**config.mk**
```make
export PLATFORM = sky130hd
export DESIGN_NAME = rhpq_ctrl
export DESIGN_NICKNAME = d
export VERILOG_FILES = /design/src/hdl/rhpq_pkg.sv /design/src/hdl/rhpq_ctrl.sv
export SDC_FILE = /design/constraint.sdc
export NUM_CORES = 1
export LEC_CHECK = 0
export ABC_CLOCK_PERIOD_IN_PS = 1450
export BUFFER_PORTS_ARGS = -buffer_cell sky130_fd_sc_hd__buf_2
export CORE_ASPECT_RATIO = 1.1
export CORE_MARGIN = 2
export CORE_UTILIZATION = 39
export DETAILED_ROUTE_END_ITERATION = 10
export GPL_ROUTABILITY_DRIVEN = 0
export MAX_ROUTING_LAYER = met4
export PLACE_DENSITY = 0.74
export SETUP_SLACK_MARGIN = 0.15
export SYNTH_ARGS = -nofsm -noshare
export SYNTH_HDL_FRONTEND = slang
export SYNTH_SLANG_ARGS = --single-unit
```
**constraint.sdc**
```tcl
create_clock -name clock -period 1.45 [get_ports clock]
set_input_delay 0.0725 -clock clock [delete_from_list [all_inputs] [get_ports clock]]
set_output_delay 0.0725 -clock clock [all_outputs]
set_load 0.005 [all_outputs]
```
**src/hdl/rhpq_pkg.sv**
```systemverilog
// package: controller states, command and status bundles, operation codes
`timescale 1ns / 1ps
`default_nettype none
package rhpq_pkg;

   localparam logic CMD_PUSH = 1'b0;
   localparam logic CMD_POP  = 1'b1;

   typedef enum logic [4:0] {
      ST_IDLE,
      ST_DISPATCH,
      ST_ALLOC,
      ST_APP_RD,
      ST_APP_W1,
      ST_APP_W2,
      ST_POP_TAIL,
      ST_POP_SLOT,
      ST_POP_W1,
      ST_POP_W2,
      ST_SCAN_START,
      ST_SCAN_HEAD,
      ST_SCAN_RD,
      ST_SCAN_CMP,
      ST_REF_START,
      ST_REF_RD,
      ST_REF_BKT,
      ST_REF_NEXT,
      ST_FIN
   } state_type;

   typedef struct packed {
      logic load_in;
      logic dispatch;
      logic alloc;
      logic app_rd;
      logic app_w1;
      logic app_w2;
      logic pop_tail;
      logic pop_slot;
      logic pop_w1;
      logic pop_w2;
      logic scan_start;
      logic scan_head;
      logic scan_rd;
      logic scan_cmp;
      logic ref_start;
      logic ref_rd;
      logic ref_bkt;
      logic ref_next;
      logic finish;
   } ctrl_cmd_type;

   typedef struct packed {
      logic is_push;
      logic full;
      logic ne0;
      logic any_ne;
      logic tail_nil;
      logic scan_end;
      logic ref_end;
      logic out_free;
   } ctrl_stat_type;

endpackage
`default_nettype wire

```
**src/hdl/rhpq_ctrl.sv**
```systemverilog
// controller state machine sequencing push, pop, scan and re-file
`timescale 1ns / 1ps
`default_nettype none
module rhpq_ctrl (
   input  wire logic                   clock,
   input  wire logic                   reset,
   input  wire logic                   req_tvalid,
   output logic                        req_tready,
   input  wire rhpq_pkg::ctrl_stat_type stat,
   output rhpq_pkg::ctrl_cmd_type      cmd
);
   import rhpq_pkg::*;

   state_type state_ff, state_in;

   always_ff @(posedge clock) begin
      if (reset) begin
         state_ff <= ST_IDLE;
      end else begin
         state_ff <= state_in;
      end
   end

   always_comb begin
      state_in = state_ff;
      unique case (state_ff)
         ST_IDLE: begin
            if (req_tvalid) state_in = ST_DISPATCH;
         end
         ST_DISPATCH: begin
            if (stat.is_push) begin
               state_in = stat.full ? ST_FIN : ST_ALLOC;
            end else if (stat.ne0) begin
               state_in = ST_POP_TAIL;
            end else if (stat.any_ne) begin
               state_in = ST_SCAN_START;
            end else begin
               state_in = ST_FIN;
            end
         end
         ST_ALLOC:      state_in = ST_APP_RD;
         ST_APP_RD:     state_in = ST_APP_W1;
         ST_APP_W1: begin
            if (!stat.tail_nil) state_in = ST_APP_W2;
            else state_in = stat.is_push ? ST_FIN : ST_REF_NEXT;
         end
         ST_APP_W2:     state_in = stat.is_push ? ST_FIN : ST_REF_NEXT;
         ST_POP_TAIL:   state_in = ST_POP_SLOT;
         ST_POP_SLOT:   state_in = ST_POP_W1;
         ST_POP_W1:     state_in = ST_POP_W2;
         ST_POP_W2:     state_in = ST_FIN;
         ST_SCAN_START: state_in = ST_SCAN_HEAD;
         ST_SCAN_HEAD:  state_in = ST_SCAN_RD;
         ST_SCAN_RD:    state_in = ST_SCAN_CMP;
         ST_SCAN_CMP:   state_in = stat.scan_end ? ST_REF_START : ST_SCAN_RD;
         ST_REF_START:  state_in = ST_REF_RD;
         ST_REF_RD:     state_in = ST_REF_BKT;
         ST_REF_BKT:    state_in = ST_APP_RD;
         ST_REF_NEXT:   state_in = stat.ref_end ? ST_POP_TAIL : ST_REF_RD;
         ST_FIN: begin
            if (stat.out_free) state_in = ST_IDLE;
         end
         default:       state_in = ST_IDLE;
      endcase
   end

   always_comb begin
      cmd = '0;
      req_tready = 1'b0;
      unique case (state_ff)
         ST_IDLE: begin
            req_tready  = 1'b1;
            cmd.load_in = req_tvalid;
         end
         ST_DISPATCH:   cmd.dispatch   = 1'b1;
         ST_ALLOC:      cmd.alloc      = 1'b1;
         ST_APP_RD:     cmd.app_rd     = 1'b1;
         ST_APP_W1:     cmd.app_w1     = 1'b1;
         ST_APP_W2:     cmd.app_w2     = 1'b1;
         ST_POP_TAIL:   cmd.pop_tail   = 1'b1;
         ST_POP_SLOT:   cmd.pop_slot   = 1'b1;
         ST_POP_W1:     cmd.pop_w1     = 1'b1;
         ST_POP_W2:     cmd.pop_w2     = 1'b1;
         ST_SCAN_START: cmd.scan_start = 1'b1;
         ST_SCAN_HEAD:  cmd.scan_head  = 1'b1;
         ST_SCAN_RD:    cmd.scan_rd    = 1'b1;
         ST_SCAN_CMP:   cmd.scan_cmp   = 1'b1;
         ST_REF_START:  cmd.ref_start  = 1'b1;
         ST_REF_RD:     cmd.ref_rd     = 1'b1;
         ST_REF_BKT:    cmd.ref_bkt    = 1'b1;
         ST_REF_NEXT:   cmd.ref_next   = 1'b1;
         ST_FIN:        cmd.finish     = 1'b1;
         default:       cmd = '0;
      endcase
   end
endmodule
`default_nettype wire

```
# After elaboration in Yosys (flattened, before gate mapping)
# Cells that the tools add are included.
# Widths: inputs -> output; s select.
word_totals:
  inputBits: 11
  register_bits: 5
  word_cells: 55
op_classes:
  reduce_logical: 3
  n_mux: 31
  n_eq_ne: 20
ops:
  columns: ["op", "n"]
  rows:
  - ["$pmux 5 s18", 1]
  - ["$eq 5x4->1 const B", 8]
  - ["$mux 5", 7]
  - ["$eq 5x3->1 const B", 4]
  - ["$mux 1", 20]
  - ["$eq 5x5->1 const B", 3]
  - ["$eq 5x2->1 const B", 2]
  - ["$eq 5x1->1 const B", 1]
  - ["$logic_not 5->1", 1]
  - ["$mux 2", 2]
  - ["$mux 4", 1]
  - ["$ne 2x2->1 const B", 2]
  - ["$reduce_and 2->1", 1]
  - ["$reduce_or 2->1", 1]

# Longest topological paths before layout
# Gate-level depths: netlist of the first run.
depth:
  depth_word: 4
  depth_mapped: 6
  depth_no_buf: 4

# Worst setup path before layout of the first run
# Ideal clock, no wire load.
synth_timing:
  kind: "register to register"
  startpoint: "register state_ff[1]"
  endpoint: "register state_ff[0]"
  n_path_buf: 1
  arrival_time_ns: 1.297
  setup_time_ns: 0.112
  synth_period_minus_slack_ns: 1.409
  setup_slack_ns: 0.041
  required_ns: 1.338
  stages_incl_launch_ff: 6
  cell_sequence: "dfxtp_1 -> buf_6 -> or3b_4 -> nor3_2 -> a21oi_1 -> a2111oi_1"
synth_between:
  elab_chain_cells: 3
  word_cells_on_any_way: 24
  cone_classes: "20 x eq/ne; 1 x mux; 3 x reduce/logical"
synth_rtl:
  columns: ["item", "line_no", "source"]
  rows:
  - ["start, declared", "rhpq_ctrl.sv:14", "state_type state_ff, state_in;"]
  - ["start signal, assigned", "rhpq_ctrl.sv:20", "state_ff <= state_in;"]
  - ["$eq 5x5->1, or another cell as far along", "rhpq_ctrl.sv:26", "unique case (state_ff)"]
  - ["$reduce_or 2->1 (no source line) or $ne 2x2->1 (tied branches)", null, null]
  - ["$pmux 5 s18 or $reduce_and 2->1 (tied branches)", null, null]
# Several ways; a longest one is shown, not always the timed one.
# A chain may end at the register's enable or synchronous reset.

# Final worst setup path of the first run
layout_timing:
  startpoint: "register state_ff[4]"
  endpoint: "register state_ff[0]"
# Same word-level chain as after synthesis.

==> results.ini, run 1 <==
[worst_setup_path]
r2r_slack_ns=-0.07
worst_path_max_delay_cell=dfxtp_4
cp_slowest_stage_delay_ns=0.37
crit_required_ns=1.59
cp_data_arrival_time_ns=1.66
path_cells=buf_4 > o22a_1 > o22ai_1 > nand2b_1 > a2111oi_2
path_delay_family=compound AO/OA/AOI/OAI gates
start_kind=flop
end_kind=flop
worst-setup-path-type=flop to flop
path_buf_inv=1
cp_max_fo=6

[drt]
drc=0
viasPerCell=6.06
vias=975
wire_per_inst_um=18.7
drt-total-wl_mm=3.01
drt_iter0_drc=44
first_pass_iters=4
antenna_left=0

[finish]
regMostFlops=state_ff
drive_above_1_share_pct=71.7
diodes=0
final_nets=157
nFillCells=59
reg_top3=state_ff: 5 flops
mostFrequentLayoutCell=buf_2
utilization_pct=88.6
regArea_um2=119
multiInputGateArea_um2=611
final_cell_mix=buf_2 (30), buf_4 (24), buf_6 (10)
syn_to_final_growth_pct=110
postLayoutCellArea_um2=1230
largest_register_ff_count=5

[logic_synthesis]
synth_ff_type=dfxtp_1
ys_seq_area_share_pct=17.1
syn_area_um2=584
synth.distinct_cells=35
postSynth.asyncResetShare_pct=0
synth_cells=85
synth.net_count=96
yosys_warnings=0
syn_avg_cell_area_um2=6.87
ys_seq_elements=5
synth_enable_flop_cells=0

[placement]
place_hpwl_mm=1.41
io_buffer_count=30
dpl_cell_area_um2=820

[grt]
grt_pass1_wl_mm=3.37
first_global_vias=774
grt_usage_pct=28.5
grt-ovfl-total=0
grt_max_degree=10
antenna_found_initial=0

[sta]
slew_headroom_pct=73.5
worst_pin_slew_ns=0.393
clock_skew_ns=0.0162
fmax_mhz=657
rsz0062_at_grt=yes
finalWorstSetupSlack_ns=-0.0710
hold_violations=0
finalSetupViolCount=8
finalMaxSlewViolations=0
post-route-period-util_pct=105
finalCriticalPeriod_ns=1.52

[outcome]
violations=negative setup slack
outcome=complete, but fails checks

[run]
cap_violations=0

[power_and_ir_drop]
p_total_mw=2.32
powerDensity_nw_per_um2=1890
p_leak_nw=0.551
peakVddDrop_mv=0.994

[clock_network]
clk_pin_slew_worst_paths_ns=0.06
cts_buffers=3
clk-insertion-delay-late_ns=0.27
cts_tree=built
htree_levels=1
cts.sinks=5
clockBufferDepth=2
ctsRootBufferMaster=clkbuf_4
hold_buffers=0

[floorplan]
die_h_um=44.6
initial_core_util_pct=42.2
pin_count=31
die_area_um2=1820
rows=14
core_area_um2=1380
die_w_um=40.9

[hold_path]
hold_path.class=primary input to flop

-- per-stage QoR --
| step | cells | setup slack [ns] | TNS (ns) | hold slack [ns] |
|---|---|---|---|---|
| after global placement | 137 | 0.0317 | 0 | 0.309 |
| final | 161 | -0.0710 | -0.238 | 0.0425 |
| after floorplan | 85 | 0.0872 | 0 | 0.142 |
| after detailed placement | 137 | -0.101 | -0.107 | 0.311 |
| after global routing | 161 | -0.0956 | -0.592 | 0.0549 |
| after CTS | 153 | -0.0139 | -0.0278 | 0.0582 |
-- worst paths after layout --
check	startpoint	end	depth (start not counted)
setup / recovery	state_ff[4]$_SDFFE_PP0P_	state_ff[0]$_SDFFE_PP0P_	5
setup reg to reg	state_ff[4]$_SDFFE_PP0P_	state_ff[0]$_SDFFE_PP0P_	5
hold reg to reg	state_ff[0]$_SDFFE_PP0P_	state_ff[0]$_SDFFE_PP0P_	2
hold / removal	reset	state_ff[4]$_SDFFE_PP0P_	2
-- logic make-up (layout without fill, tap and decap cells) --
kind of cell	count (synthesis)	in the layout	synth area share, %
AO/OA/AOI/OAI	21	21	25.1
multiplexers	1	1	1.71
buffers and inverters	10	70	8.57
AND/OR/NAND/NOR	48	48	47.5
flip-flops	5	5	17.1
-- area by class of cell --
type | count | share of cell area, %
flip-flops and latches | 5 | 9.69
clock buffers | 4 | 2.14
inverters | 2 | 0.612
well taps | 16 | 1.63
multi-input cells | 70 | 49.8
repair buffers | 64 | 36.1
-- where the power goes --
| group | internal [mW] | leakage, nW | switching [mW] |
|---|---|---|---|
| logic | 0.942 | 0.491 | 0.901 |
| clock network | 0.105 | 0.0150 | 0.0763 |
| registers | 0.212 | 0.0445 | 0.0879 |
| total | 1.26 | 0.551 | 1.07 |
-- cell usage after synthesis (2+ instances only) --
library cell	count	area (µm²)
nor3_1	6	30.0
nand2b_1	6	37.5
a31oi_1	2	12.5
dfxtp_1	5	100
buf_2	4	20.0
nor3_2	3	30.0
nor2_1	13	48.8
o32ai_1	2	17.5
nand3b_1	2	15.0
o22ai_1	3	18.8
nor4_1	3	18.8
nand2_1	5	18.8
nor2b_1	2	12.5
a21oi_1	5	25.0
inv_1	2	7.51
clkbuf_1	3	11.3
-- per-layer routing --
| metal | up-vias | GRT usage [%] | part of all wire, % |
|---|---|---|---|
| li1 | 440 | - | - |
| met5 | - | - | 0 |
| met2 | 64 | 46.3 | 52 |
| met3 | 23 | 4.52 | 7.0 |
| met1 | 448 | 33.8 | 36 |
| met4 | 0 | 10.7 | 5.0 |
-- what timing repair did --
item,CTS,global route
buffers inserted,12,8
gates resized for setup,26,30
cloned,0,0
endpoints found under the setup margin,25,25
pin swaps,3,7
Power figures use the tool's default switching activity.
==> inputs of run 2 (changes only) <==
--- a/config.mk
+++ b/config.mk
@@ -5,11 +5,12 @@
 export SDC_FILE = /design/constraint.sdc
 export NUM_CORES = 1
 export LEC_CHECK = 0
+export ABC_AREA = 1
 export ABC_CLOCK_PERIOD_IN_PS = 1450
 export BUFFER_PORTS_ARGS = -buffer_cell sky130_fd_sc_hd__buf_2
 export CORE_ASPECT_RATIO = 1.1
 export CORE_MARGIN = 2
-export CORE_UTILIZATION = 39
+export CORE_UTILIZATION = 40
 export DETAILED_ROUTE_END_ITERATION = 10
 export GPL_ROUTABILITY_DRIVEN = 0
 export MAX_ROUTING_LAYER = met4
==> results.ini, run 2 <==
[floorplan]
initial_core_util_pct=41.8
rows=15
die_area_um2=1940
die_h_um=46.1
pin_count=31
die_w_um=42.2
core_area_um2=1540

[grt]
first_global_vias=715
grt_usage_pct=19.2
grt-ovfl-total=0
antenna_found_initial=0
grt_pass1_wl_mm=2.82
grt_max_degree=10

[sta]
rsz0062_at_grt=yes
finalWorstSetupSlack_ns=0.187
slew_headroom_pct=83.2
finalSetupTns_ns=0
hold_violations=0
finalMaxSlewViolations=0
clock_skew_ns=0.00145
fmax_mhz=792
worst_pin_slew_ns=0.251
finalCriticalPeriod_ns=1.26
post-route-period-util_pct=87.1
finalSetupViolCount=0

[worst_setup_path]
worst-setup-path-type=flop to primary output
end_kind=primary output
crit_required_ns=1.38
cp_max_fo=7
start_kind=flop
cp_data_arrival_time_ns=1.19
critPathLaunch=state_ff[1]$_SDFFE_PP0P_
r2r_start=state_ff[2]$_SDFFE_PP0P_

[clock_network]
clk-insertion-delay-late_ns=0.23
cts_tree=built
cts.sinks=5
htree_levels=1
hold_buffers=0
clk_pin_slew_worst_paths_ns=0.04
ctsRootBufferMaster=clkbuf_4
cts_buffers=3
clockBufferDepth=2
post_cts_buffers=0

[finish]
syn_to_final_growth_pct=35.6
regMostFlops=state_ff
largest_register_ff_count=5
drive_above_1_share_pct=38.5
final_cells=173
final_cell_mix=buf_2 (30), nand2_1 (27), inv_1 (26)
utilization_pct=56.7
diodes=0
mostFrequentLayoutCell=buf_2
reg_top3=state_ff: 5 flops
final_nets=168

[outcome]
outcome=complete, no violations

[drt]
antenna_left=0
drt-total-wl_mm=1.82
vias=861
wl_met2_um=940
drt_iter0_drc=34
first_pass_iters=4
topRoutingLayerUsed=met4
routed-wl-met3_um=117
wire_per_inst_um=10.5
viasPerCell=4.98
drc=0
met1Wirelength_um=755

[logic_synthesis]
synth.net_count=133
synth.distinct_cells=18
synth_top_cells_by_count=nand2_1 (27), inv_1 (26), nor2_1 (24)
synth.top_cells.by_area=nand2_1 (16%), dfxtp_1 (16%), inv_1 (15%)
yosysTopAreaCellShare_pct=15.8
synth_top_cell_by_area=nand2_1
ys_seq_area_share_pct=15.6
synth_ff_type=dfxtp_1
syn_avg_cell_area_um2=5.27
postSynth.asyncResetShare_pct=0
yosys_warnings=0
syn_area_um2=643
ys_seq_elements=5
synth_enable_flop_cells=0
synth_cells=122
synth_most_common_cell=nand2_1

[power_and_ir_drop]
powerDensity_nw_per_um2=1460
peakVddDrop_mv=0.963
p_total_mw=1.27
p_leak_nw=0.601

[placement]
io_buffer_count=30
place_inst=169
place_hpwl_mm=1.51
dp_slack_ns=0.0674

[hold_path]
hp-start=reset
hold_path.class=primary input to flop

[run]
cap_violations=0

run 2: layout make-up:
| class | instances | area [µm²] |
|---|---|---|
| repair buffers | 30 | 150 |
| inverters | 29 | 111 |
| clock buffers | 4 | 26.3 |
| fillers | 170 | 667 |
| multi-input cells | 88 | 452 |
| flip-flops and latches | 5 | 111 |
| well taps | 17 | 21.3 |
run 2: per-layer routing:
layer,GRT usage (%),vias to the layer above
met4,4.38,0
met5,-,-
met2,37.8,35
met3,1.57,2
met1,21.1,388
li1,-,436
run 2: critical path: stages (launching register included):
cell and delay [ns]:
dfxtp_2 0.42, inv_2 0.10, nor2_4 0.12, nand3_1 0.14
inv_1 0.08, buf_2 0.10
run 2: worst paths after layout:
path,cells after the start,endpoint,slack (ns)
hold / removal,2,state_ff[0]$_SDFFE_PP0P_,0.06
setup / recovery,5,cmd[8],0.19
hold reg to reg,4,state_ff[1]$_SDFFE_PP0P_,0.70
setup reg to reg,9,state_ff[0]$_SDFFE_PP0P_,0.21
run 2: repair_timing:
action | 4_1_cts | 5_1_grt
endpoints found under the setup margin | 15 | 15
gates resized for setup | 7 | 5
pin swaps | 0 | 1
run 2: kinds of logic after synthesis:
group                  share of synthesized area (%)
and+or+nand+nor                                 62.5
buffers and inverters                           16.9
AOI/OAI and AO/OA                               5.06
DFF                                             15.6
run 2: power breakdown:
part | total [mW] | internal [mW] | switching [mW]
registers | 0.313 | 0.194 | 0.119
logic | 0.806 | 0.309 | 0.497
clock network | 0.155 | 0.104 | 0.0511
total | 1.27 | 0.607 | 0.667
run 2: metrics by stage:
step | hold WS [ns] | area, µm²
finish | 0.0606 | 872
CTS | 0.0545 | 857
detailed placement | 0.306 | 815
floorplan | 0.139 | 643
global placement | 0.313 | 815
global route | 0.0636 | 872
